--- config.mk ---
export PLATFORM = sky130hd
export DESIGN_NAME = bpu_queue
export DESIGN_NICKNAME = d
export VERILOG_FILES = /design/src/rtl/core/bpu_pkg.sv /design/src/rtl/core/bpu_queue.sv
export SDC_FILE = /design/constraint.sdc
export NUM_CORES = 1
export LEC_CHECK = 0
export ABC_CLOCK_PERIOD_IN_PS = 13700
export BUFFER_PORTS_ARGS = -buffer_cell sky130_fd_sc_hd__buf_2
export CAP_MARGIN = 0
export CORE_ASPECT_RATIO = 1.2
export CORE_UTILIZATION = 57
export DETAILED_ROUTE_END_ITERATION = 8
export PLACE_DENSITY = 0.85
export SLEW_MARGIN = 10
export SYNTH_ARGS = -nofsm -noshare
export SYNTH_HDL_FRONTEND = slang
export SYNTH_SLANG_ARGS = --single-unit
--- constraint.sdc ---
create_clock -name clk_i -period 13.7 [get_ports clk_i]
set_input_delay 2.055 -clock clk_i [delete_from_list [all_inputs] [get_ports clk_i]]
set_output_delay 2.055 -clock clk_i [all_outputs]
set_load 0.01 [all_outputs]
--- src/rtl/core/bpu_pkg.sv ---
// bpu_pkg: shared types, format and job codes for the BMP pixel unpacker.
// Used by bpu_front, bpu_queue, bpu_back and bmp_pixel_unpacker_top.
`default_nettype none
package bpu_pkg;

  localparam int unsigned MaxWidth     = 8192;
  localparam int unsigned HeightLimit  = 8192;
  localparam int unsigned PaletteDepth = 256;

  localparam logic [2:0] FMT_1BPP  = 3'd0;
  localparam logic [2:0] FMT_4BPP  = 3'd1;
  localparam logic [2:0] FMT_8BPP  = 3'd2;
  localparam logic [2:0] FMT_16    = 3'd3;
  localparam logic [2:0] FMT_16M   = 3'd4;
  localparam logic [2:0] FMT_24    = 3'd5;
  localparam logic [2:0] FMT_32    = 3'd6;
  localparam logic [2:0] FMT_32M   = 3'd7;

  localparam logic [1:0] KIND_PAL    = 2'd0;
  localparam logic [1:0] KIND_INDEX  = 2'd1;
  localparam logic [1:0] KIND_DIRECT = 2'd2;

  localparam logic [2:0] REG_FORMAT = 3'd0;
  localparam logic [2:0] REG_WIDTH  = 3'd1;
  localparam logic [2:0] REG_HEIGHT = 3'd2;
  localparam logic [2:0] REG_TOPDN  = 3'd3;
  localparam logic [2:0] REG_RMASK  = 3'd4;
  localparam logic [2:0] REG_GMASK  = 3'd5;
  localparam logic [2:0] REG_BMASK  = 3'd6;
  localparam logic [2:0] REG_AMASK  = 3'd7;

  localparam logic [7:0] SCALE5 [32] = '{
    8'd0,   8'd8,   8'd16,  8'd24,  8'd32,  8'd41,  8'd49,  8'd57,
    8'd65,  8'd74,  8'd82,  8'd90,  8'd98,  8'd106, 8'd115, 8'd123,
    8'd131, 8'd139, 8'd148, 8'd156, 8'd164, 8'd172, 8'd180, 8'd189,
    8'd197, 8'd205, 8'd213, 8'd222, 8'd230, 8'd238, 8'd246, 8'd255
  };

  typedef struct packed {
    logic [2:0]  fmt;
    logic [13:0] width;
    logic [13:0] height;
    logic        first_row_top;
    logic [31:0] red_mask;
    logic [31:0] green_mask;
    logic [31:0] blue_mask;
    logic [31:0] alpha_mask;
  } cfg_t;

  typedef struct packed {
    logic [1:0]  kind;
    logic [2:0]  fmt;
    logic [31:0] data;
    logic [13:0] col;
    logic [12:0] row;
    logic [3:0]  cnt;
    logic [7:0]  pal_idx;
    logic [23:0] pal_rgb;
  } job_t;

endpackage
`default_nettype wire

--- src/rtl/core/bpu_queue.sv ---
// bpu_queue: two-entry job queue between front and back.
// Uses bpu_pkg::job_t.
`default_nettype none
module bpu_queue (
  input  wire                clk_i,
  input  wire                rst_ni,
  input  wire                push_i,
  input  bpu_pkg::job_t      push_job_i,
  output logic               full_o,
  input  wire                pop_i,
  output bpu_pkg::job_t      head_o,
  output logic               empty_o
);
  import bpu_pkg::*;

  job_t       mem_q [2];
  logic       wr_q, rd_q;
  logic [1:0] cnt_q;

  assign full_o  = cnt_q == 2'd2;
  assign empty_o = cnt_q == 2'd0;
  assign head_o  = mem_q[rd_q];

  always_ff @(posedge clk_i) begin
    if (push_i) begin
      mem_q[wr_q] <= push_job_i;
    end
  end

  always_ff @(posedge clk_i or negedge rst_ni) begin
    if (!rst_ni) begin
      wr_q  <= 1'b0;
      rd_q  <= 1'b0;
      cnt_q <= 2'd0;
    end else begin
      if (push_i) wr_q <= ~wr_q;
      if (pop_i)  rd_q <= ~rd_q;
      cnt_q <= cnt_q + {1'b0, push_i} - {1'b0, pop_i};
    end
  end

`ifndef SYNTHESIS
  a_no_overflow: assert property (@(posedge clk_i) disable iff (!rst_ni)
    push_i |-> !full_o)
    else $error("job queue overflow");
  a_no_underflow: assert property (@(posedge clk_i) disable iff (!rst_ni)
    pop_i |-> !empty_o)
    else $error("job queue underflow");
  a_count: assert property (@(posedge clk_i) disable iff (!rst_ni)
    cnt_q != 2'd3)
    else $error("job queue count out of range");
`endif

endmodule
`default_nettype wire

==> impl_metrics.tcl, run 1 <==
set metrics [dict create \
    status "complete, no violations" \
    cts_tree "yes" \
    core_area_um2 13400 \
    num_vias 3816 \
    fp.dieW_um 109 \
    clock_path_buffers 3 \
    synth.avg_cell_area_um2 24.1 \
    internal_power_w 0.00150 \
    h-tree-depth 1 \
    p_sw_share_pct 26.9 \
    dieArea_um2 14300 \
    hpwl_um 8870 \
    routedWlPerCell_um 18.4 \
    netlist_area_um2 7860 \
    grt-ovfl-total 0 \
    drt_iter0_drc 144 \
    timing.rr.start "wr_q" \
    rsz0062_at_grt "no" \
    synth-seq-cells 204 \
    clk_pin_slew_worst_paths_ps 60 \
    yosysWarnings 0 \
    report.final.slew_viol_count 0 \
    syn_nets 432 \
    crit_chain "buf_4, mux2_2, buf_2" \
    min-delay-path-class "reg2reg" \
    min_path_cells 1 \
    nNetsFinal 652 \
    cts-buffers-inserted 20 \
    grt_pass1_vias 4005 \
    worstMarginPinSlew_ps 918 \
    drc_errors 0 \
    antenna_found_initial 2 \
    setup_viol_count_final 0 \
    finalHoldViolations 0 \
    synth_cell_types 14 \
    synth-seq-area-share_pct 77.7 \
    synth_common_cells "200 x edfxtp_1, 90 x mux2_4, 10 x mux2_2" \
    fillers 818 \
    syn_to_final_growth_pct 22.6 \
    async_reset_ff_share_pct 1.96 \
    switchingPower_w 0.000552 \
    vias_per_cell 5.23 \
    track_usage_pct 18.1 \
    ios 206 \
    power.share.sequential_pct 44.0 \
    setup_tns_ps 0 \
    portBuffers 205 \
    yosysMostFrequentCell "edfxtp_1" \
    grt_pass1_wl_um 19300 \
    cp_max_fo 51 \
    worstRegToRegCells 3 \
    placementRows 46 \
    maxSlewHeadroom_pct 38.8 \
    worstHoldStart "wr_q" \
    synth_area_leaders "edfxtp_1 76%, mux2_4 17%, buf_12 2.3%" \
    synth_edf_count 200 \
    timing.rr.end "mem_q[0][53]" \
    critPathCaptureType "output pin" \
    p_per_area_nw_per_um2 212 \
    insertion_delay_ps 480 \
    drive_gt1_share_pct 61.1 \
    routed_wl_um 13400 \
    min_period_over_period_pct 36.5 \
    gp_congestion 0.729 \
    ir_worst_vdd_mv 0.165 \
    initial_core_util_pct 58.9 \
    cts_sinks 204 \
    worstSetupPathType "reg2out" \
    fmax_mhz 200 \
    slowest_stage "dfrtp_4" \
    drt-pass1-iter-count 4 \
    ctsHoldBuffers 0 \
    rrSetupSlack_ps 11510 \
    synth_top_cell_by_area "edfxtp_1" \
    place_inst 692 \
    finalCriticalPeriod_ps 5000 \
    cts_root_buffer "clkbuf_16" \
    grt_max_degree 53 \
    worst_path_largest_cell_delay_ps 990 \
    cap_violations 0 \
    pwr-share-clk_pct 27.4 \
    cts_resized 0 \
    cp-start-kind "register" \
    cts_setup_buffers 0 \
    critPathArrivalTime_ps 2950 \
    dieHeight_um 131 \
    synth_top_area_share_pct 76.4 \
    skew_ps 6.81 \
    p_comb_share_pct 28.6 \
    cp.required_ps 11640 \
    synth_cells 326 \
    synth-main-ff-cell "edfxtp_1" \
    final_cells 729 \
    worst_hold_path.endpoint "wr_q" \
    p_leak_nw 3.94 \
    postRouteAntennaNets 0 \
    hold_slack_ps 563 \
]
-- flip-flops by register name (all words and copies together), names as in the netlist --
name / count
wr_q: 1
cnt_q: 2
rd_q: 1
mem_q: 200
-- area by class of cell --
| class | instances | area, um2 | area share [%] |
|---|---|---|---|
| flip-flops and latches | 204 | 6110 | 63.4 |
| multi-input cells | 109 | 1560 | 16.2 |
| repair buffers | 209 | 1060 | 11.0 |
| clock buffers | 28 | 572 | 5.93 |
| well taps | 168 | 210 | 2.18 |
| clock inverters | 8 | 120 | 1.25 |
| inverters | 2 | 7.51 | 0.0779 |
| diodes | 1 | 2.50 | 0.0260 |
-- critical path, delay by kind of cell (launching register included) --
family                 cells  cell delay, ps
muxes                      1             410
DFF                        1             990
buffers and inverters      2             980
-- stage by stage --
stage                     setup slack (ps)  cell area (um2)  total power [W]  utilization [%]
after floorplan                       6720             7860          0.00136                -
final                                 8700             9640          0.00205             72.2
after detailed placement              9180             8950          0.00151             67.0
after CTS                             8660             9640          0.00207             72.2
after global routing                  8570             9640          0.00213             72.2
after global placement                9200             8950          0.00149             67.0
-- logic make-up (layout without fill, tap and decap cells) --
| group | count (synthesis) | count (layout) | share of synthesized area, % |
|---|---|---|---|
| XOR/XNOR | 3 | 3 | 0.525 |
| adder cells (fa/ha/maj) | 2 | 2 | 0.318 |
| buffers and inverters | 13 | 247 | 2.59 |
| flip-flops | 204 | 204 | 77.7 |
| multiplexers | 100 | 100 | 18.6 |
| other | 0 | 1 | 0 |
| AND/OR/NAND/NOR | 4 | 4 | 0.286 |
-- how the worst max path moves through the flow --
stage                       from           to  slack (ps)  depth (start not counted)
final                       rd_q   head_o[99]        8700                          3
after global routing        rd_q   head_o[99]        8570                          3
after CTS                   rd_q   head_o[99]        8660                          3
after detailed placement    rd_q   head_o[99]        9180                          3
after global placement      rd_q   head_o[99]        9200                          3
after floorplan           push_i  mem_q[0][0]        6720                          1
-- per-layer routing --
metal  global-route usage (%)  part of all wire, %  vias up  routed length (um)
met2                     33.9                   55      137                7430
met1                     18.7                   34     1908                4610
li1                         -                    -     1736                   -
met4                     7.76                  2.9        2                 393
met5                        0                0.097        -                  13
met3                     5.06                  7.0       33                 938
-- power groups by stage --
stage / Sequential, W / Combinational (W) / Clock, W
CTS: 0.000903 / 0.000596 / 0.000572
global placement: 0.000904 / 0.000582 / 0
floorplan: 0.000879 / 0.000484 / 0
global route: 0.000912 / 0.000626 / 0.000595
detailed placement: 0.000915 / 0.000594 / 0
finish: 0.000900 / 0.000586 / 0.000562
-- cell usage in the layout, fill, tap and decap left out, drive strengths merged, types with 2 or more instances in the layout --
cell,instances
edfxtp,200
ha,2
clkbuf,28
nor2b,2
inv,3
mux2,100
xor2,2
clkinv,4
buf,209
bufinv,3
dfrtp,4
(Power assumes the default switching activity.)
==> run 2, diff against run 1 <==
- ABC_AREA: not set -> 1
- ABC_CLOCK_PERIOD_IN_PS: 13700 -> 4200
- CORE_UTILIZATION: 57 -> 47
- PLACE_DENSITY: 0.85 -> 0.75
- clock period: 13.7 -> 4.2 ns (I/O delays scaled with it)
==> run 2 against run 1 <==
  * Combinational power grew to 3.0 times the previous value
  * Hold slack lost 230 ps
  * Final cell count grew 34%
  * Critical path type unchanged
==> impl_metrics.tcl, run 2 <==
set metrics [dict create \
    worstHoldStart "push_job_i[57]" \
    ios 206 \
    dieArea_um2 16900 \
    cp_max_fo 74 \
    top_regs "mem_q: 200 flops, cnt_q: 2 flops" \
    min_path_cells 1 \
    yosysWarnings 0 \
    routedWlPerCell_um 13.9 \
    synth-seq-cells 204 \
    rsz0062_at_grt "no" \
    grt_pass1_wl_um 21400 \
    insertion_delay_ps 490 \
    grt_pass1_vias 4529 \
    maxSlewHeadroom_pct 40.1 \
    postRouteAntennaNets 0 \
    crit_chain "buf_4, o21ai_0, buf_2" \
    slowest_stage "dfrtp_4" \
    netlist_area_um2 7700 \
    worst_hold_path.endpoint "mem_q[0][57]" \
    cts_sinks 204 \
    drt_iter0_drc 272 \
    nNetsFinal 865 \
    timing.rr.end "mem_q[1][34]" \
    path_delay_family "buffers and inverters" \
    synth_top_family_by_area "buffers and inverters" \
    synth-main-ff-cell "edfxtp_1" \
    layout_commonest_cell "buf_2" \
    syn_nets 653 \
    cap_violations 0 \
    fp.dieW_um 119 \
    drive_gt1_share_pct 32.7 \
    clock_path_buffers 3 \
    rrSetupSlack_ps 2220 \
    cts_tree "yes" \
    initial_core_util_pct 48.7 \
    core_area_um2 15800 \
    synth_xor_area_share_pct 0.227 \
    clk_pin_slew_worst_paths_ps 70 \
    drt-pass1-iter-count 4 \
    synth-seq-area-share_pct 79.3 \
    syn_to_final_growth_pct 23.8 \
    ir_worst_vdd_mv 0.513 \
    hpwl_um 8990 \
    synth_common_cells "200 x edfxtp_1, 107 x inv_1, 106 x nand2_1" \
    critPathArrivalTime_ps 2330 \
    finalCoreUtilization_pct 60.3 \
    synth_mux_area_share_pct 0 \
    antenna_found_initial 1 \
    setup_viol_count_final 0 \
    grt-ovfl-total 0 \
    portBuffers 205 \
    cp.required_ps 3570 \
    fmax_mhz 338 \
    grt_max_degree 82 \
    report.final.slew_viol_count 0 \
    min_period_over_period_pct 70.5 \
    dieHeight_um 142 \
    synth-compound-area-share_pct 6.99 \
    layout_common_cells "205 x buf_2, 200 x edfxtp_1, 106 x inv_1, 106 x nand2_1, 89 x o21ai_0" \
    placementRows 50 \
    crit_start "rd_q" \
    cp-start-kind "register" \
    drc_errors 0 \
    p_leak_nw 4.09 \
    largest_reg_flops 200 \
    synth_top_cell_by_area "edfxtp_1" \
    final_cells 980 \
    p_per_area_nw_per_um2 668 \
    final_area_um2 9540 \
    finalHoldViolations 0 \
    min-delay-path-class "in2reg" \
    h-tree-depth 1 \
    timing.rr.start "wr_q" \
    yosysMostFrequentCell "edfxtp_1" \
    worstSetupPathType "reg2out" \
    synth_top_area_share_pct 78.0 \
    synth_edf_count 200 \
    hold_slack_ps 330 \
    synth_area_leaders "edfxtp_1 78%, o21ai_0 5.8%, inv_1 5.2%" \
    async_reset_ff_share_pct 1.96 \
    num_vias 4565 \
    synth_cells 547 \
    status "complete, no violations" \
    yosys.area_share.simple_pct 5.38 \
    regMostFlops "mem_q" \
    cp.buffers_inverters 2 \
    setup_tns_ps 0 \
    cts_resized 0 \
    worstMarginPinSlew_ps 899 \
    gp_congestion 0.737 \
    place_inst 944 \
    critPathCaptureType "output pin" \
    synth-adder-area-share_pct 0.325 \
    finalCriticalPeriod_ps 2960 \
    vias_per_cell 4.66 \
    routed_wl_um 13600 \
    cts-buffers-inserted 20 \
    synth.avg_cell_area_um2 14.1 \
    place_area_um2 8870 \
    worstRegToRegCells 3 \
    worst_path_largest_cell_delay_ps 700 \
    cts_root_buffer "clkbuf_16" \
    synth_cell_types 17 \
    skew_ps 18.8 \
    track_usage_pct 16.3 \
]
==> run 2: changes by cell type after synthesis, sizes merged <==
| cell | previous run | this run |
|---|---|---|
| and2 | 1 | 0 |
| nand2 | 0 | 106 |
| clkbuf | 0 | 9 |
| buf | 11 | 13 |
| inv | 2 | 107 |
| xor3 | 1 | 0 |
| nor2b | 2 | 0 |
| nand3 | 0 | 1 |
| mux2 | 100 | 0 |
| o21ai | 0 | 100 |
| nor2 | 1 | 3 |
==> run 2: metrics by stage <==
step | total power [W] | worst slack [ps]
after CTS | 0.00647 | 1180
after global routing | 0.00675 | 1030
final | 0.00637 | 1240
after global placement | 0.00466 | 1720
after floorplan | 0.00404 | 521
after detailed placement | 0.00471 | 1700
==> run 2: area by class of cell <==
class                           count  area (um2)
Antenna cell                        1        2.50
Timing Repair Buffer              212        1110
Clock inverter                      7        96.3
Inverter                          107         404
Multi-Input combinational cell    214        1000
Tap cell                          208         260
Clock buffer                       27         558
Sequential cell                   204        6110
Fill cell                        1217        6290
==> run 2: cells by family (layout without fill, tap and decap cells) <==
group,Yosys count,count (layout)
adder cells (fa/ha/maj),2,2
XOR/XNOR,2,2
AO/OA/AOI/OAI,100,100
AND/OR/NAND/NOR,110,110
buffers and inverters,129,353
other,0,1
flip-flops,204,204
==> run 2: where the power goes <==
part	internal, W	switching [W]	total, W
clock	0.00106	0.000694	0.00175
sequential	0.00270	0.000150	0.00285
combinational	0.000619	0.00115	0.00177
total	0.00438	0.00199	0.00637
==> run 2: what timing repair did <==
item | 4_1_cts | 5_1_grt
endpoints found under the hold margin | 4 | 0
buffers inserted | 0 | 0
hold buffers | 1 | 0
==> run 2: worst max-delay path by stage <==
stage | endpoint | slack, ps | cells after the start
5_1_grt | head_o[49] | 1030 | 4
2_1_floorplan | mem_q[0][0] | 520 | 2
3_5_place_dp | head_o[49] | 1700 | 3
3_3_place_gp | head_o[49] | 1720 | 3
6_report | head_o[49] | 1240 | 3
4_1_cts | head_o[49] | 1180 | 3
==> run 2: metal layers <==
layer	routed length, um	GRT usage [%]
met1	5080	17.6
met2	7060	29.7
met3	1040	4.49
met4	439	7.59
met5	0	0
==> run 3, diff against run 2 <==
- ABC_AREA: 1 -> 0
- ABC_CLOCK_PERIOD_IN_PS: 4200 -> 2650
- clock period: 4.2 -> 2.65 ns (I/O delays scaled with it)
==> run 3 against run 2 <==
  * Sequential cell count unchanged
  * Hold slack worse by 220 ps
  * Routed wire length grew 1.1%
  * Die area increased by 2.0%
  * Clock skew down 9.0 ps
  * Setup slack got worse by 1000 ps
  * Critical path depth is the same
  * Clock-buffer cell count shrank 3
  * First-iteration DRC count down 39%
  * Sequential share of layout area down 1.3 points
==> impl_metrics.tcl, run 3 (synthesized netlist as in run 1, its figures left out) <==
set metrics [dict create \
    place_inst 741 \
    drc_errors 0 \
    placementRows 51 \
    largest_reg_flops 200 \
    fillers 1205 \
    dieHeight_um 144 \
    p_leak_nw 3.96 \
    fmax_mhz 411 \
    initial_core_util_pct 48.3 \
    cts_tree "yes" \
    regMostFlops "mem_q" \
    syn_to_final_growth_pct 23.9 \
    worstSetupPathType "reg2out" \
    finalCriticalPeriod_ps 2430 \
    clk_pin_slew_worst_paths_ps 60 \
    finalCoreUtilization_pct 59.8 \
    place_area_um2 9090 \
    p_per_area_nw_per_um2 1080 \
    fp.dieW_um 120 \
    dieArea_um2 17300 \
    ios 206 \
    cts_sinks 204 \
    min-delay-path-class "in2reg" \
    final_area_um2 9740 \
    insertion_delay_ps 480 \
    cts_setup_buffers 0 \
    worst_path_largest_cell_delay_ps 720 \
    report.final.slew_viol_count 0 \
    cts_resized 0 \
    min_period_over_period_pct 91.8 \
    finalHoldViolations 0 \
    cp-start-kind "register" \
    track_usage_pct 15.8 \
    ir_worst_vdd_mv 0.932 \
    routed_wl_um 13800 \
    status "complete, no violations" \
    final_cells 778 \
    path_delay_family "flip-flops" \
    critPathArrivalTime_ps 2040 \
    antenna_found_initial 0 \
    layout_common_cells "205 x buf_2, 200 x edfxtp_1, 90 x mux2_4" \
    hpwl_um 9240 \
    drive_gt1_share_pct 61.1 \
    postRouteAntennaNets 0 \
    top_regs "mem_q: 200 flops, cnt_q: 2 flops" \
    rsz0062_at_grt "no" \
    cp.required_ps 2250 \
    h-tree-depth 1 \
    critPathCaptureType "output pin" \
    portBuffers 205 \
    grt_max_degree 55 \
    cap_violations 0 \
    worstMarginPinSlew_ps 739 \
    regArea_um2 6110 \
    grt_pass1_vias 4045 \
    slowest_stage "dfrtp_4" \
    drt_iter0_drc 165 \
    cts-buffers-inserted 20 \
    maxSlewHeadroom_pct 50.8 \
    ctsHoldBuffers 1 \
    setup_tns_ps 0 \
    clock_path_buffers 3 \
    grt_pass1_wl_um 20700 \
    drt-pass1-iter-count 4 \
    cp.buffers_inverters 2 \
    cp_max_fo 26 \
    grt-ovfl-total 0 \
    gp_congestion 0.681 \
    core_area_um2 16300 \
    multi_input_area_um2 1560 \
    vias_per_cell 4.89 \
    setup_viol_count_final 0 \
    skew_ps 9.81 \
    cts_root_buffer "clkbuf_16" \
    crit_chain "buf_4, mux2_2, buf_2" \
    num_vias 3808 \
    nNetsFinal 658 \
    routedWlPerCell_um 17.7 \
    layout_commonest_cell "buf_2" \
]
## run 3: changes by cell type in the layout (fill, tap and decap cells not counted), moves of 2 or more
cell        before  now
buf_12           2    4
clkbuf_1         5    3
clkinv_1         1    4
clkinv_2         0    5
clkinvlp_4       2    0
inv_1          106    2
mux2_2           0   10
mux2_4           0   90
nand2_1        106    0
o21ai_0         89    0
o21ai_2         10    0
## run 3: routing by layer
metal	GRT usage, %	vias up	share of wire, %
li1	-	1742	-
met1	17.8	1897	38
met5	0	-	0
met2	29.1	142	54
met4	6.12	0	2.3
met3	3.13	27	6.1
## run 3: layout make-up
cell class | instances | area share, %
antenna | 1 | 0.0257
clock buffer | 24 | 5.51
clock inverter | 11 | 1.03
inverter | 2 | 0.0771
multi-input combinational | 109 | 16.0
sequential | 204 | 62.7
tap | 212 | 2.72
timing repair buffer | 215 | 11.8
## run 3: through the flow
stage / hold WS (ps) / total power, W / worst slack (ps)
after floorplan: 102 / 0.00699 / 313
after global placement: 205 / 0.00780 / 705
after detailed placement: 212 / 0.00790 / 690
after CTS: 80.6 / 0.0107 / 173
after global routing: 79.0 / 0.0110 / 134
final: 105 / 0.0105 / 217
## run 3: final timing paths
path,startpoint,endpoint,slack [ps],cells after the start
setup / recovery,rd_q,head_o[99],220,3
hold / removal,push_job_i[68],mem_q[1][68],100,1
setup reg to reg,wr_q,mem_q[1][18],1010,2
hold reg to reg,wr_q,wr_q,560,1
max in group asynchronous,rst_ni,rd_q,2250,2
min in group asynchronous,rst_ni,wr_q,260,2
## run 3: report_power, final
part	internal [W]	switching, W	total (W)	leakage (nW)
registers	0.00429	0.000258	0.00455	1.92
logic	0.00170	0.00152	0.00322	1.72
clock network	0.00163	0.00108	0.00271	0.316
total	0.00762	0.00286	0.0105	3.96
## run 3: worst register-to-register path, stage by stage (launching register included)
cell     delay (ps)
dfrtp_1         420
and2_4          600
buf_4           320
