[src/rtl/core/bpu_pkg.sv]
// bpu_pkg: shared types, format and job codes for the BMP pixel unpacker.
// Used by bpu_front, bpu_queue, bpu_back and bmp_pixel_unpacker_top.
`default_nettype none
package bpu_pkg;

  localparam int unsigned MaxWidth     = 8192;
  localparam int unsigned HeightLimit  = 8192;
  localparam int unsigned PaletteDepth = 256;

  localparam logic [2:0] FMT_1BPP  = 3'd0;
  localparam logic [2:0] FMT_4BPP  = 3'd1;
  localparam logic [2:0] FMT_8BPP  = 3'd2;
  localparam logic [2:0] FMT_16    = 3'd3;
  localparam logic [2:0] FMT_16M   = 3'd4;
  localparam logic [2:0] FMT_24    = 3'd5;
  localparam logic [2:0] FMT_32    = 3'd6;
  localparam logic [2:0] FMT_32M   = 3'd7;

  localparam logic [1:0] KIND_PAL    = 2'd0;
  localparam logic [1:0] KIND_INDEX  = 2'd1;
  localparam logic [1:0] KIND_DIRECT = 2'd2;

  localparam logic [2:0] REG_FORMAT = 3'd0;
  localparam logic [2:0] REG_WIDTH  = 3'd1;
  localparam logic [2:0] REG_HEIGHT = 3'd2;
  localparam logic [2:0] REG_TOPDN  = 3'd3;
  localparam logic [2:0] REG_RMASK  = 3'd4;
  localparam logic [2:0] REG_GMASK  = 3'd5;
  localparam logic [2:0] REG_BMASK  = 3'd6;
  localparam logic [2:0] REG_AMASK  = 3'd7;

  localparam logic [7:0] SCALE5 [32] = '{
    8'd0,   8'd8,   8'd16,  8'd24,  8'd32,  8'd41,  8'd49,  8'd57,
    8'd65,  8'd74,  8'd82,  8'd90,  8'd98,  8'd106, 8'd115, 8'd123,
    8'd131, 8'd139, 8'd148, 8'd156, 8'd164, 8'd172, 8'd180, 8'd189,
    8'd197, 8'd205, 8'd213, 8'd222, 8'd230, 8'd238, 8'd246, 8'd255
  };

  typedef struct packed {
    logic [2:0]  fmt;
    logic [13:0] width;
    logic [13:0] height;
    logic        first_row_top;
    logic [31:0] red_mask;
    logic [31:0] green_mask;
    logic [31:0] blue_mask;
    logic [31:0] alpha_mask;
  } cfg_t;

  typedef struct packed {
    logic [1:0]  kind;
    logic [2:0]  fmt;
    logic [31:0] data;
    logic [13:0] col;
    logic [12:0] row;
    logic [3:0]  cnt;
    logic [7:0]  pal_idx;
    logic [23:0] pal_rgb;
  } job_t;

endpackage
`default_nettype wire

[src/rtl/core/bpu_front.sv]
// bpu_front: accepts input beats, gathers bytes per pixel, tracks row padding
// and counters, and issues one job per beat that yields work. Uses bpu_pkg.
`default_nettype none
module bpu_front (
  input  wire                clk_i,
  input  wire                rst_ni,
  input  bpu_pkg::cfg_t      cfg_i,
  input  wire                in_valid_i,
  output logic               in_stall_o,
  input  wire                cmd_i,
  input  wire  [7:0]         palette_index_i,
  input  wire  [7:0]         entry_blue_i,
  input  wire  [7:0]         entry_green_i,
  input  wire  [7:0]         entry_red_i,
  input  wire  [7:0]         data_byte_i,
  output bpu_pkg::job_t      push_job_o,
  output logic               push_o,
  input  wire                full_i
);
  import bpu_pkg::*;

  logic [23:0] gather_q, gather_d;
  logic [1:0]  bip_q, bip_d;
  logic [14:0] bir_q, bir_d;
  logic [13:0] col_q, col_d;
  logic [12:0] row_q, row_d;

  logic        accept;
  logic [18:0] wbits;
  logic [16:0] row_len;
  logic [12:0] row_eff;
  logic        col_lt;
  logic [13:0] col_rem;
  logic [3:0]  n;
  logic [1:0]  needm1;
  logic [31:0] v;
  logic        direct;
  logic [14:0] bir_inc;
  logic        row_end;
  logic [13:0] row_inc;

  assign accept     = in_valid_i & ~full_i;
  assign in_stall_o = full_i;

  always_comb begin
    case (cfg_i.fmt)
      FMT_1BPP: wbits = {5'd0, cfg_i.width};
      FMT_4BPP: wbits = {3'd0, cfg_i.width, 2'd0};
      FMT_8BPP: wbits = {2'd0, cfg_i.width, 3'd0};
      FMT_16, FMT_16M: wbits = {1'b0, cfg_i.width, 4'd0};
      FMT_24: wbits = {1'b0, cfg_i.width, 4'd0} + {2'd0, cfg_i.width, 3'd0};
      default: wbits = {cfg_i.width, 5'd0};
    endcase
    case (cfg_i.fmt)
      FMT_16, FMT_16M: needm1 = 2'd1;
      FMT_24: needm1 = 2'd2;
      default: needm1 = 2'd3;
    endcase
  end

  always_comb begin
    logic [19:0] wsum;
    wsum    = {1'b0, wbits} + 20'd31;
    row_len = {wsum[19:5], 2'b00};
  end

  assign row_eff = ({1'b0, row_q} >= cfg_i.height) ? 13'd0 : row_q;
  assign col_lt  = col_q < cfg_i.width;
  assign col_rem = cfg_i.width - col_q;
  assign bir_inc = bir_q + 15'd1;
  assign row_end = ({2'b00, bir_inc} >= row_len) || (bir_inc == 15'd0);
  assign row_inc = {1'b0, row_eff} + 14'd1;

  always_comb begin
    n        = 4'd0;
    v        = 32'd0;
    direct   = 1'b0;
    gather_d = gather_q;
    bip_d    = bip_q;
    if (col_lt) begin
      case (cfg_i.fmt)
        FMT_1BPP: n = (col_rem >= 14'd8) ? 4'd8 : col_rem[3:0];
        FMT_4BPP: n = (col_rem >= 14'd2) ? 4'd2 : 4'd1;
        FMT_8BPP: n = 4'd1;
        default: begin
          direct = 1'b1;
          if (({1'b0, bip_q} + 3'd1) < ({1'b0, needm1} + 3'd1)) begin
            gather_d = gather_q | ({16'd0, data_byte_i} << {bip_q, 3'b000});
            bip_d    = bip_q + 2'd1;
          end else begin
            v        = {8'd0, gather_q} | ({24'd0, data_byte_i} << {needm1, 3'b000});
            n        = 4'd1;
            gather_d = 24'd0;
            bip_d    = 2'd0;
          end
        end
      endcase
    end
    col_d = col_q + {10'd0, n};
    bir_d = bir_inc;
    row_d = row_eff;
    if (row_end) begin
      bir_d    = 15'd0;
      col_d    = 14'd0;
      bip_d    = 2'd0;
      gather_d = 24'd0;
      row_d    = (row_inc >= cfg_i.height) ? 13'd0 : row_inc[12:0];
    end
  end

  always_comb begin
    push_job_o.kind    = cmd_i ? (direct ? KIND_DIRECT : KIND_INDEX) : KIND_PAL;
    push_job_o.fmt     = cfg_i.fmt;
    push_job_o.data    = direct ? v : {24'd0, data_byte_i};
    push_job_o.col     = col_q;
    push_job_o.row     = row_eff;
    push_job_o.cnt     = n;
    push_job_o.pal_idx = palette_index_i;
    push_job_o.pal_rgb = {entry_red_i, entry_green_i, entry_blue_i};
    push_o             = accept && (!cmd_i || (n != 4'd0));
  end

  always_ff @(posedge clk_i or negedge rst_ni) begin
    if (!rst_ni) begin
      gather_q <= 24'd0;
      bip_q    <= 2'd0;
      bir_q    <= 15'd0;
      col_q    <= 14'd0;
      row_q    <= 13'd0;
    end else if (accept && cmd_i) begin
      gather_q <= gather_d;
      bip_q    <= bip_d;
      bir_q    <= bir_d;
      col_q    <= col_d;
      row_q    <= row_d;
    end
  end

endmodule
`default_nettype wire

[config.mk]
export PLATFORM = sky130hd
export DESIGN_NAME = bpu_front
export DESIGN_NICKNAME = d
export VERILOG_FILES = /design/src/rtl/core/bpu_pkg.sv /design/src/rtl/core/bpu_front.sv
export SDC_FILE = /design/constraint.sdc
export NUM_CORES = 1
export LEC_CHECK = 0
export BUFFER_PORTS_ARGS = -buffer_cell sky130_fd_sc_hd__buf_2
export CAP_MARGIN = 5
export CORE_ASPECT_RATIO = 0.75
export CORE_MARGIN = 4
export CORE_UTILIZATION = 45
export CTS_CLUSTER_SIZE = 8
export DETAILED_ROUTE_END_ITERATION = 6
export HOLD_SLACK_MARGIN = 0.12
export PLACE_DENSITY = 0.74
export SYNTH_ARGS = -nofsm -noshare
export SYNTH_HDL_FRONTEND = slang
export SYNTH_SLANG_ARGS = --single-unit
[constraint.sdc]
create_clock -name clk_i -period 13.11 [get_ports clk_i]
set_input_delay 1.311 -clock clk_i [delete_from_list [all_inputs] [get_ports clk_i]]
set_output_delay 1.311 -clock clk_i [all_outputs]
set_load 0.1 [all_outputs]
==> flow_summary_export.csv, run 1 <==
group,metric,value,unit
status,status,"finished, final reports clean",
clock_network,clk_pin_slew,0.06,ns
worst_setup_path,cp-start-kind,"input pin",
floorplanning,core.rowCount,42,
finish,fillers,1695,
drt,drtIter0Drc,685,
synthesis,ys.flop_type,"dfrtp_1",
finish,area_delta_synth_final,8.59,%
synthesis,syn_area_per_cell,7.94,um2
finish,multiInputGateArea,5880,um2
run,cap_violations,0,
clock_network,ctsHoldBuffers,0,
clock_network,cts_resized,0,
sta,final_hold_viol_count,0,
floorplanning,die_w,165,um
synthesis,synth_edf_count,0,
clock_network,clock_path_buffers,2,
finish,fin_util,50.4,%
synthesis,synth_warnings,0,
power,total_power,1.42,mW
synthesis,yosysSeqAreaShare,20.4,%
synthesis,yosys.area.top_type,"dfrtp_1",
sta,max_freq,129,MHz
sta,rsz0062_at_grt,"false",
finish,fin_nets,1384,
finish,seqCellArea,1700,um2
power,p_leak,4.23,nW
global_route,grt_pass1_wl,37400,um
sta,hold_slack,0.507,ns
worst_setup_path,cp.arrival,8.03,ns
drt,first_pass_iters,6,
worst_setup_path,crit_required,13.37,ns
global_route,track_usage,21.5,%
floorplanning,pin_count,307,
synthesis,netlist_area,8320,um2
finish,mostFrequentLayoutCells,"113 x buf_2, 88 x nor2_1, 82 x nand2_1",
hold_path,holdCritPathClass,"flop to flop",
finish,stdcell_count,1343,
finish,drive_gt1_share,15.6,%
global_route,antenna_found_initial,0,
sta,fin_skew,0.00506,ns
placement,dp_slack,5.19,ns
placement,dpl_cell_area,8720,um2
placement,placed_cells,1327,
clock_network,htreeDepth,3,
global_route,grt_max_degree,69,
drt,wl_per_cell,17.1,um
clock_network,clk_latency,0.33,ns
floorplanning,die_h,126,um
placement,post-dp-hpwl,17100,um
worst_setup_path,path_class,"input pin to flop",
synthesis,synth_cells,1048,
finish,mostFrequentLayoutCell,"buf_2",
clock_network,clock-sinks,68,
synthesis,synth_cell_type_count,95,
worst_setup_path,cp-end-kind,"flop",
synthesis,synth_fp_nets,1336,
drt,antenna_left,0,
sta,drv_slew,0,
sta,final.period_utilization,59.2,%
global_route,grt_pass1_vias,7365,
clock_network,root_buffer,"clkbuf_16",
placement,io_buffers,113,
clock_network,cts_tree,"built",
clock_network,numCtsBuffers,9,
placement,gp_congestion,0.908,
drt,drcViolationCount,0,
floorplanning,core_area,17900,um2
global_route,overflow,0,
floorplanning,initial_core_util,46.4,%
power,power_density,157,nW/um2
synthesis,synth_top_area_share,20.4,%
sta,setup_viol,0,
drt,via_per_inst,5.94,
sta,tightest_slew,0.884,ns
sta,timing.final.ws_setup,5.34,ns
finish,insertedDiodeCount,0,
power,peakVddDrop,0.214,mV
sta,setup_tns,0,ns
synthesis,async_flop_share,100,%
worst_setup_path,cp_max_fo,45,
drt,vias,7980,
sta,min_period,7.77,ns
synthesis,netlist_top_cells_area,"dfrtp_1 20%, ha_1 12%, a21oi_1 4.2%",
sta,slew_headroom,41.1,%
finish,final_area,9040,um2
drt,routed_wl,22900,um
floorplanning,die_area,20800,um2
clock_network,post_cts_buffers,0,
synthesis,synth.ff_latch_count,68,
==> kinds of logic (layout without fill, tap and decap cells) <==
| logic type | Yosys count | in the layout | synth area share [%] |
|---|---|---|---|
| adder cells (fa/ha/maj) | 83 | 83 | 12.7 |
| AO/OA/AOI/OAI | 321 | 321 | 28.0 |
| buffers and inverters | 144 | 197 | 8.89 |
| flip-flops | 68 | 68 | 20.4 |
| AND/OR/NAND/NOR | 365 | 365 | 22.5 |
| XOR/XNOR | 50 | 50 | 5.26 |
| multiplexers | 17 | 17 | 2.12 |
==> per-layer routing <==
| layer | vias up | GRT usage (%) | share of wire, % |
|---|---|---|---|
| li1 | 3890 | - | - |
| met1 | 3771 | 32.1 | 47 |
| met2 | 301 | 33.0 | 43 |
| met3 | 18 | 4.38 | 8.4 |
| met4 | 0 | 2.84 | 0.61 |
| met5 | - | 0 | 0 |
==> worst max-delay path, stage by stage <==
cell and delay, ns:
buf_2 0.59, and2b_1 0.30, mux2_2 0.34, inv_1 0.09, ha_1 0.50, inv_1 0.30
nor2_2 0.46, a211oi_1 0.17, a2111oi_4 0.48, nand4b_4 0.20, nor4_1 0.49, nand3_1 0.23
nor2_1 0.22, xnor2_1 0.14, ha_1 0.26, and3_1 0.19, o31a_1 0.12, o211a_1 0.25
a21o_1 0.40, nor2_1 0.70, mux2_2 0.28
==> area by class of cell <==
class,instances,area share (%)
inverters,64,2.66
clock buffers,11,2.80
multi-input cells,836,65.1
clock inverters,5,0.651
flip-flops and latches,68,18.8
well taps,242,3.35
repair buffers,117,6.59
==> cell usage after synthesis, drive strengths merged, types with 6 or more instances <==
cell,count
nor2,92
nand2,83
ha,80
a21oi,71
dfrtp,68
inv,64
buf,61
o21ai,53
a22o,37
xnor2,34
nand3,31
nor2b,31
nor3,28
and2,21
a21o,20
clkbuf,19
xor2,16
a211oi,15
a31oi,14
o211ai,14
mux2i,12
nand2b,12
nand4,12
o21a,12
and3,10
nor4,9
o31ai,9
o22ai,7
a211o,6
a21boi,6
nor3b,6
or2,6
or3,6
==> power by group <==
part	internal, mW	switching (mW)
combinational	0.238	0.601
sequential	0.271	0.0573
clock	0.158	0.0928
total	0.666	0.751
==> state kept, by name, summed over array words and instances (netlist names) <==
signal    flops
col_q        14
bir_q        15
bip_q         2
gather_q     24
row_q        13
==> final timing paths <==
path	start	end	slack (ns)	depth (start not counted)
max	cfg_i[157]	bir_q[0]	5.34	21
min	gather_q[3]	gather_q[3]	0.51	1
max reg2reg	row_q[4]	row_q[9]	7.62	23
min reg2reg	gather_q[3]	gather_q[3]	0.51	1
max in group asynchronous	rst_ni	col_q[1]	11.34	2
min in group asynchronous	rst_ni	gather_q[10]	1.19	2
Note: power is estimated with default switching activity, not from simulation.
==> run 2, diff against run 1 <==
--- a/config.mk
+++ b/config.mk
@@ -13,7 +13,7 @@
 export CTS_CLUSTER_SIZE = 8
 export DETAILED_ROUTE_END_ITERATION = 6
 export HOLD_SLACK_MARGIN = 0.12
-export PLACE_DENSITY = 0.74
+export PLACE_DENSITY = 0.77
 export SYNTH_ARGS = -nofsm -noshare
 export SYNTH_HDL_FRONTEND = slang
 export SYNTH_SLANG_ARGS = --single-unit
==> constraint.sdc (replaced) <==
create_clock -name clk_i -period 6.85 [get_ports clk_i]
set_input_delay 0.685 -clock clk_i [delete_from_list [all_inputs] [get_ports clk_i]]
set_output_delay 0.685 -clock clk_i [all_outputs]
set_load 0.1 [all_outputs]
==> run 2 against run 1 <==
Compared with the run above: cell area increased by 1.3%; hold slack got worse by 0.0011 ns; highest routed layer unchanged; core utilization increased by 0.65 points; clock power increased by 110%; cell count increased by 0.74%; largest power group unchanged.
==> flow_summary_export.csv, run 2 (synthesis results as in run 1) <==
group,metric,value,unit
status,status,"finished, final reports clean",
finish,reg.largest.list,"gather_q x24, bir_q x15, col_q x14",
clock_network,post_cts_buffers,0,
sta,drv_slew,0,
drt,vias,8103,
sta,setup_viol,0,
worst_setup_path,crit_chain,"buf_2, and2b_1, mux2_2, inv_1, ha_1, buf_4, nand2_1, o21ai_1, a221oi_1, a2111oi_4, nand4b_4, nor4_1, nand3_1, nor2_1, xnor2_1, ha_1, and3_1, o31a_1, o211a_1, and2_1, a21bo_1, a2111oi_4, a22o_1",
placement,dpl_cell_area,8810,um2
worst_setup_path,crit_path_end,"gather_q[1]",
global_route,grt_max_degree,69,
worst_setup_path,crit_required,7.12,ns
sta,tightest_slew,0.873,ns
run,cap_violations,0,
global_route,grt_pass1_wl,37600,um
finish,largest_reg_flops,24,
finish,final_area,9150,um2
drt,routed_wl,23000,um
placement,dp_slack,0.441,ns
placement,gp_congestion,0.946,
clock_network,clk_latency,0.33,ns
global_route,grt_use_met3,3.82,%
floorplanning,pin_count,307,
clock_network,clock_path_buffers,2,
drt,antenna_left,0,
worst_setup_path,r2r-end,"row_q[9]",
clock_network,ctsHoldBuffers,0,
power,total_power,2.78,mW
floorplanning,initial_core_util,46.4,%
global_route,top_usage_layer,"met1",
placement,post-dp-hpwl,17300,um
floorplanning,die_area,20800,um2
clock_network,clk_pin_slew,0.06,ns
sta,setup_tns,0,ns
clock_network,root_buffer,"clkbuf_16",
worst_setup_path,cp.arrival,6.47,ns
global_route,track_usage,21.7,%
worst_setup_path,critPathMaxStageDelay,0.61,ns
finish,insertedDiodeCount,0,
sta,min_period,6.20,ns
finish,fin_nets,1395,
power,p_leak,4.30,nW
drt,via_per_inst,5.99,
global_route,antenna_found_initial,0,
finish,fillers,1626,
sta,final_hold_viol_count,0,
floorplanning,die_w,165,um
clock_network,cts_resized,0,
drt,drcViolationCount,0,
power,power_density,303,nW/um2
hold_path,holdCritPathClass,"flop to flop",
finish,regMostFlops,"gather_q",
worst_setup_path,reg2reg_depth,23,
finish,area_delta_synth_final,9.98,%
finish,mostFrequentLayoutCells,"113 x buf_2, 88 x nor2_1, 82 x nand2_1",
drt,drtIter0Drc,649,
sta,max_freq,161,MHz
placement,io_buffers,113,
worst_setup_path,cp_max_fo,12,
global_route,met2_usage,32.3,%
floorplanning,core.rowCount,42,
finish,fin_util,51.1,%
global_route,use_met1,32.4,%
floorplanning,die_h,126,um
worst_setup_path,cp-end-kind,"flop",
sta,timing.final.ws_setup,0.652,ns
power,peakVddDrop,0.332,mV
drt,first_pass_iters,5,
worst_setup_path,cp-start-kind,"input pin",
finish,drive_gt1_share,16.5,%
sta,hold_slack,0.506,ns
clock_network,numCtsBuffers,9,
worst_setup_path,path_class,"input pin to flop",
worst_setup_path,cp_slowest_cell,"a2111oi_4",
placement,placed_cells,1338,
worst_setup_path,cp-startpoint,"cfg_i[159]",
clock_network,htreeDepth,3,
worst_setup_path,r2r_start,"row_q[4]",
worst_setup_path,ff2ff_setup_slack,1.48,ns
finish,stdcell_count,1353,
clock_network,cts_tree,"built",
sta,final.period_utilization,90.5,%
global_route,grt_pass1_vias,7514,
sta,rsz0062_at_grt,"false",
hold_path,hold_depth,1,
clock_network,clock-sinks,68,
global_route,overflow,0,
finish,mostFrequentLayoutCell,"buf_2",
sta,slew_headroom,41.8,%
floorplanning,core_area,17900,um2
sta,fin_skew,0.00789,ns
drt,wl_per_cell,17.0,um
==> run 2: cell count changes in the layout (fill, tap and decap cells not counted) <==
| cell | delta |
|---|---|
| nor4_2 | +1 |
| buf_4 | +11 |
| bufinv_16 | +2 |
| clkinvlp_4 | -2 |
| clkbuf_8 | -1 |
| nor4_1 | -1 |
| clkinv_2 | +1 |
| inv_6 | -1 |
==> run 2: metal layers <==
| layer | routed length [um] | share of wire [%] | vias up |
|---|---|---|---|
| met1 | 11200 | 49 | 3871 |
| li1 | - | - | 3925 |
| met3 | 1570 | 6.8 | 31 |
| met2 | 9910 | 43 | 276 |
| met5 | 0 | 0 | - |
| met4 | 323 | 1.4 | 0 |
==> run 2: layout make-up <==
class,count,area [um2],share of cell area (%)
Clock inverter,5,100,1.09
Timing Repair Buffer,128,678,7.41
Inverter,64,240,2.62
Tap cell,242,303,3.31
Multi-Input combinational cell,836,5890,64.4
Sequential cell,68,1700,18.6
Clock buffer,10,239,2.61
==> run 2: how the worst min path moves through the flow <==
stage	end	slack [ns]	start
final	gather_q[9]	0.51	gather_q[9]
after floorplan	bip_q[0]	0.39	rst_ni
after detailed placement	gather_q[7]	0.49	gather_q[7]
after global placement	gather_q[7]	0.49	gather_q[7]
after global routing	gather_q[8]	0.52	gather_q[8]
after CTS	gather_q[10]	0.51	gather_q[10]
==> run 2: power breakdown <==
group | internal (mW) | total [mW] | switching [mW]
Sequential | 0.518 | 0.628 | 0.110
Combinational | 0.460 | 1.61 | 1.15
Clock | 0.362 | 0.535 | 0.173
Total | 1.34 | 2.78 | 1.44
==> run 2: critical path: cells and delay by family <==
kind,cells,cell delay [ns]
AND/OR/NAND/NOR,8,1.87
multiplexers,1,0.33
AO/OA/AOI/OAI,8,2.16
buffers and inverters,3,0.54
adder cells (fa/ha/maj),2,0.70
XOR/XNOR,1,0.16
==> run 3, diff against run 2 <==
--- a/config.mk
+++ b/config.mk
@@ -9,11 +9,10 @@
 export CAP_MARGIN = 5
 export CORE_ASPECT_RATIO = 0.75
 export CORE_MARGIN = 4
-export CORE_UTILIZATION = 45
+export CORE_UTILIZATION = 35
 export CTS_CLUSTER_SIZE = 8
 export DETAILED_ROUTE_END_ITERATION = 6
 export HOLD_SLACK_MARGIN = 0.12
-export PLACE_DENSITY = 0.77
 export SYNTH_ARGS = -nofsm -noshare
 export SYNTH_HDL_FRONTEND = slang
 export SYNTH_SLANG_ARGS = --single-unit
==> run 3 against run 2 <==
Compared with the run above: cell count increased by 4.4%; clock-buffer cell count unchanged; first-iteration DRC count decreased by 5.9%; core utilization decreased by 11 points; clock skew decreased by 0.0018 ns; sequential share of layout area decreased by 0.17 points; flip-flop and latch count unchanged; hold slack got worse by 0.0028 ns.
==> flow_summary_export.csv, run 3 (synthesis results as in run 1) <==
group,metric,value,unit
floorplanning,core.rowCount,48,
sta,tightest_slew,0.915,ns
global_route,antenna_found_initial,0,
finish,reg.largest.list,"gather_q x24, bir_q x15, col_q x14",
clock_network,post_cts_buffers,0,
finish,insertedDiodeCount,0,
sta,final_hold_viol_count,0,
global_route,grt_pass1_vias,7309,
status,status,"finished, final reports clean",
finish,fillers,2401,
finish,largest_reg_flops,24,
drt,drtIter0Drc,611,
drt,routed_wl,23900,um
worst_setup_path,cp-start-kind,"input pin",
finish,mostFrequentLayoutCell,"buf_2",
placement,post-dp-hpwl,18300,um
finish,fin_util,39.8,%
global_route,met2_usage,25.5,%
drt,via_per_inst,5.61,
power,p_leak,4.30,nW
drt,vias,7918,
sta,fin_skew,0.00606,ns
finish,seqCellArea,1700,um2
clock_network,numCtsBuffers,9,
worst_setup_path,reg2reg_depth,23,
sta,final.period_utilization,87.8,%
sta,setup_tns,0,ns
finish,regMostFlops,"gather_q",
global_route,grt_use_met3,3.92,%
finish,area_delta_synth_final,11.0,%
clock_network,root_buffer,"clkbuf_16",
placement,gp_congestion,0.887,
sta,max_freq,166,MHz
global_route,grt_pass1_wl,38700,um
power,power_density,302,nW/um2
clock_network,clk_pin_slew,0.06,ns
drt,drcViolationCount,0,
floorplanning,core_area,23200,um2
sta,slew_headroom,39.0,%
clock_network,cts_tree,"built",
global_route,track_usage,17.9,%
placement,dpl_cell_area,8890,um2
clock_network,htreeDepth,3,
finish,drive_gt1_share,16.5,%
sta,drv_slew,0,
clock_network,clk_latency,0.34,ns
floorplanning,pin_count,307,
global_route,top_usage_layer,"met1",
floorplanning,die_h,142,um
sta,rsz0062_at_grt,"false",
placement,io_buffers,113,
worst_setup_path,cp-end-kind,"flop",
drt,antenna_left,0,
worst_setup_path,cp.arrival,6.28,ns
worst_setup_path,cp_max_fo,11,
floorplanning,initial_core_util,35.9,%
clock_network,cts_resized,0,
finish,fin_nets,1395,
global_route,grt_max_degree,69,
finish,final_area,9240,um2
run,cap_violations,0,
sta,setup_viol,0,
worst_setup_path,path_class,"input pin to flop",
finish,multiInputGateArea,5890,um2
global_route,use_met1,27.6,%
drt,wl_per_cell,16.9,um
clock_network,clock_path_buffers,2,
hold_path,holdCritPathClass,"flop to flop",
sta,min_period,6.01,ns
drt,first_pass_iters,6,
worst_setup_path,crit_required,7.12,ns
global_route,overflow,0,
hold_path,hold_depth,1,
floorplanning,die_area,26300,um2
power,peakVddDrop,0.330,mV
finish,mostFrequentLayoutCells,"113 x buf_2, 88 x nor2_1, 82 x nand2_1",
floorplanning,die_w,186,um
clock_network,clock-sinks,68,
clock_network,ctsHoldBuffers,0,
-- run 3: changes by cell type in the layout (fill, tap and decap cells not counted), sizes merged --
cell / delta
clkinvlp: +1
-- run 3: final timing paths --
check	from	to	slack (ns)
worst min-delay path	gather_q[4]	gather_q[4]	0.50
min in group asynchronous	rst_ni	gather_q[11]	0.55
worst max-delay path	cfg_i[157]	gather_q[3]	0.84
worst max register to register	row_q[4]	row_q[9]	1.36
worst min register to register	gather_q[4]	gather_q[4]	0.50
max in group asynchronous	rst_ni	col_q[0]	5.67
-- run 3: per-stage QoR --
stage,worst slack [ns],instances,hold WS (ns),power [mW]
global placement,0.511,1396,0.488,2.22
global route,0.241,1412,0.521,2.98
finish,0.837,1412,0.503,2.79
detailed placement,0.532,1396,0.496,2.24
CTS,0.830,1412,0.509,2.80
floorplan,0.377,1048,0.389,1.99
-- run 3: per-layer routing --
metal | wire length, um | up-vias
li1 | - | 3913
met1 | 12100 | 3730
met2 | 9810 | 248
met3 | 1570 | 27
met4 | 337 | 0
met5 | 0 | -
-- run 3: report_power, final --
group	total, mW	switching (mW)	internal [mW]	leakage [nW]
sequential	0.621	0.103	0.518	0.876
combinational	1.62	1.16	0.461	3.26
clock	0.549	0.184	0.365	0.169
-- run 3: final cells by class --
cell class	instances	area share, %
clock buffers	10	2.59
clock inverters	6	1.21
inverters	64	2.60
multi-input cells	836	63.8
flip-flops and latches	68	18.4
well taps	300	4.06
repair buffers	128	7.34
-- run 3: worst max-delay path, stage by stage --
cell and delay, ns:
buf_2 0.18, and2b_1 0.24, mux2_2 0.34, inv_1 0.09, ha_1 0.22, inv_1 0.08, nor2_2 0.33, a211oi_1 0.15
a2111oi_4 0.47, nand4b_4 0.20, nor4_1 0.51, nand3_1 0.22, xnor2_1 0.22, ha_1 0.26, a21o_1 0.17, a211o_1 0.28
o211a_1 0.27, and2_1 0.17, a21bo_1 0.34, a2111oi_4 0.63, a22o_1 0.22
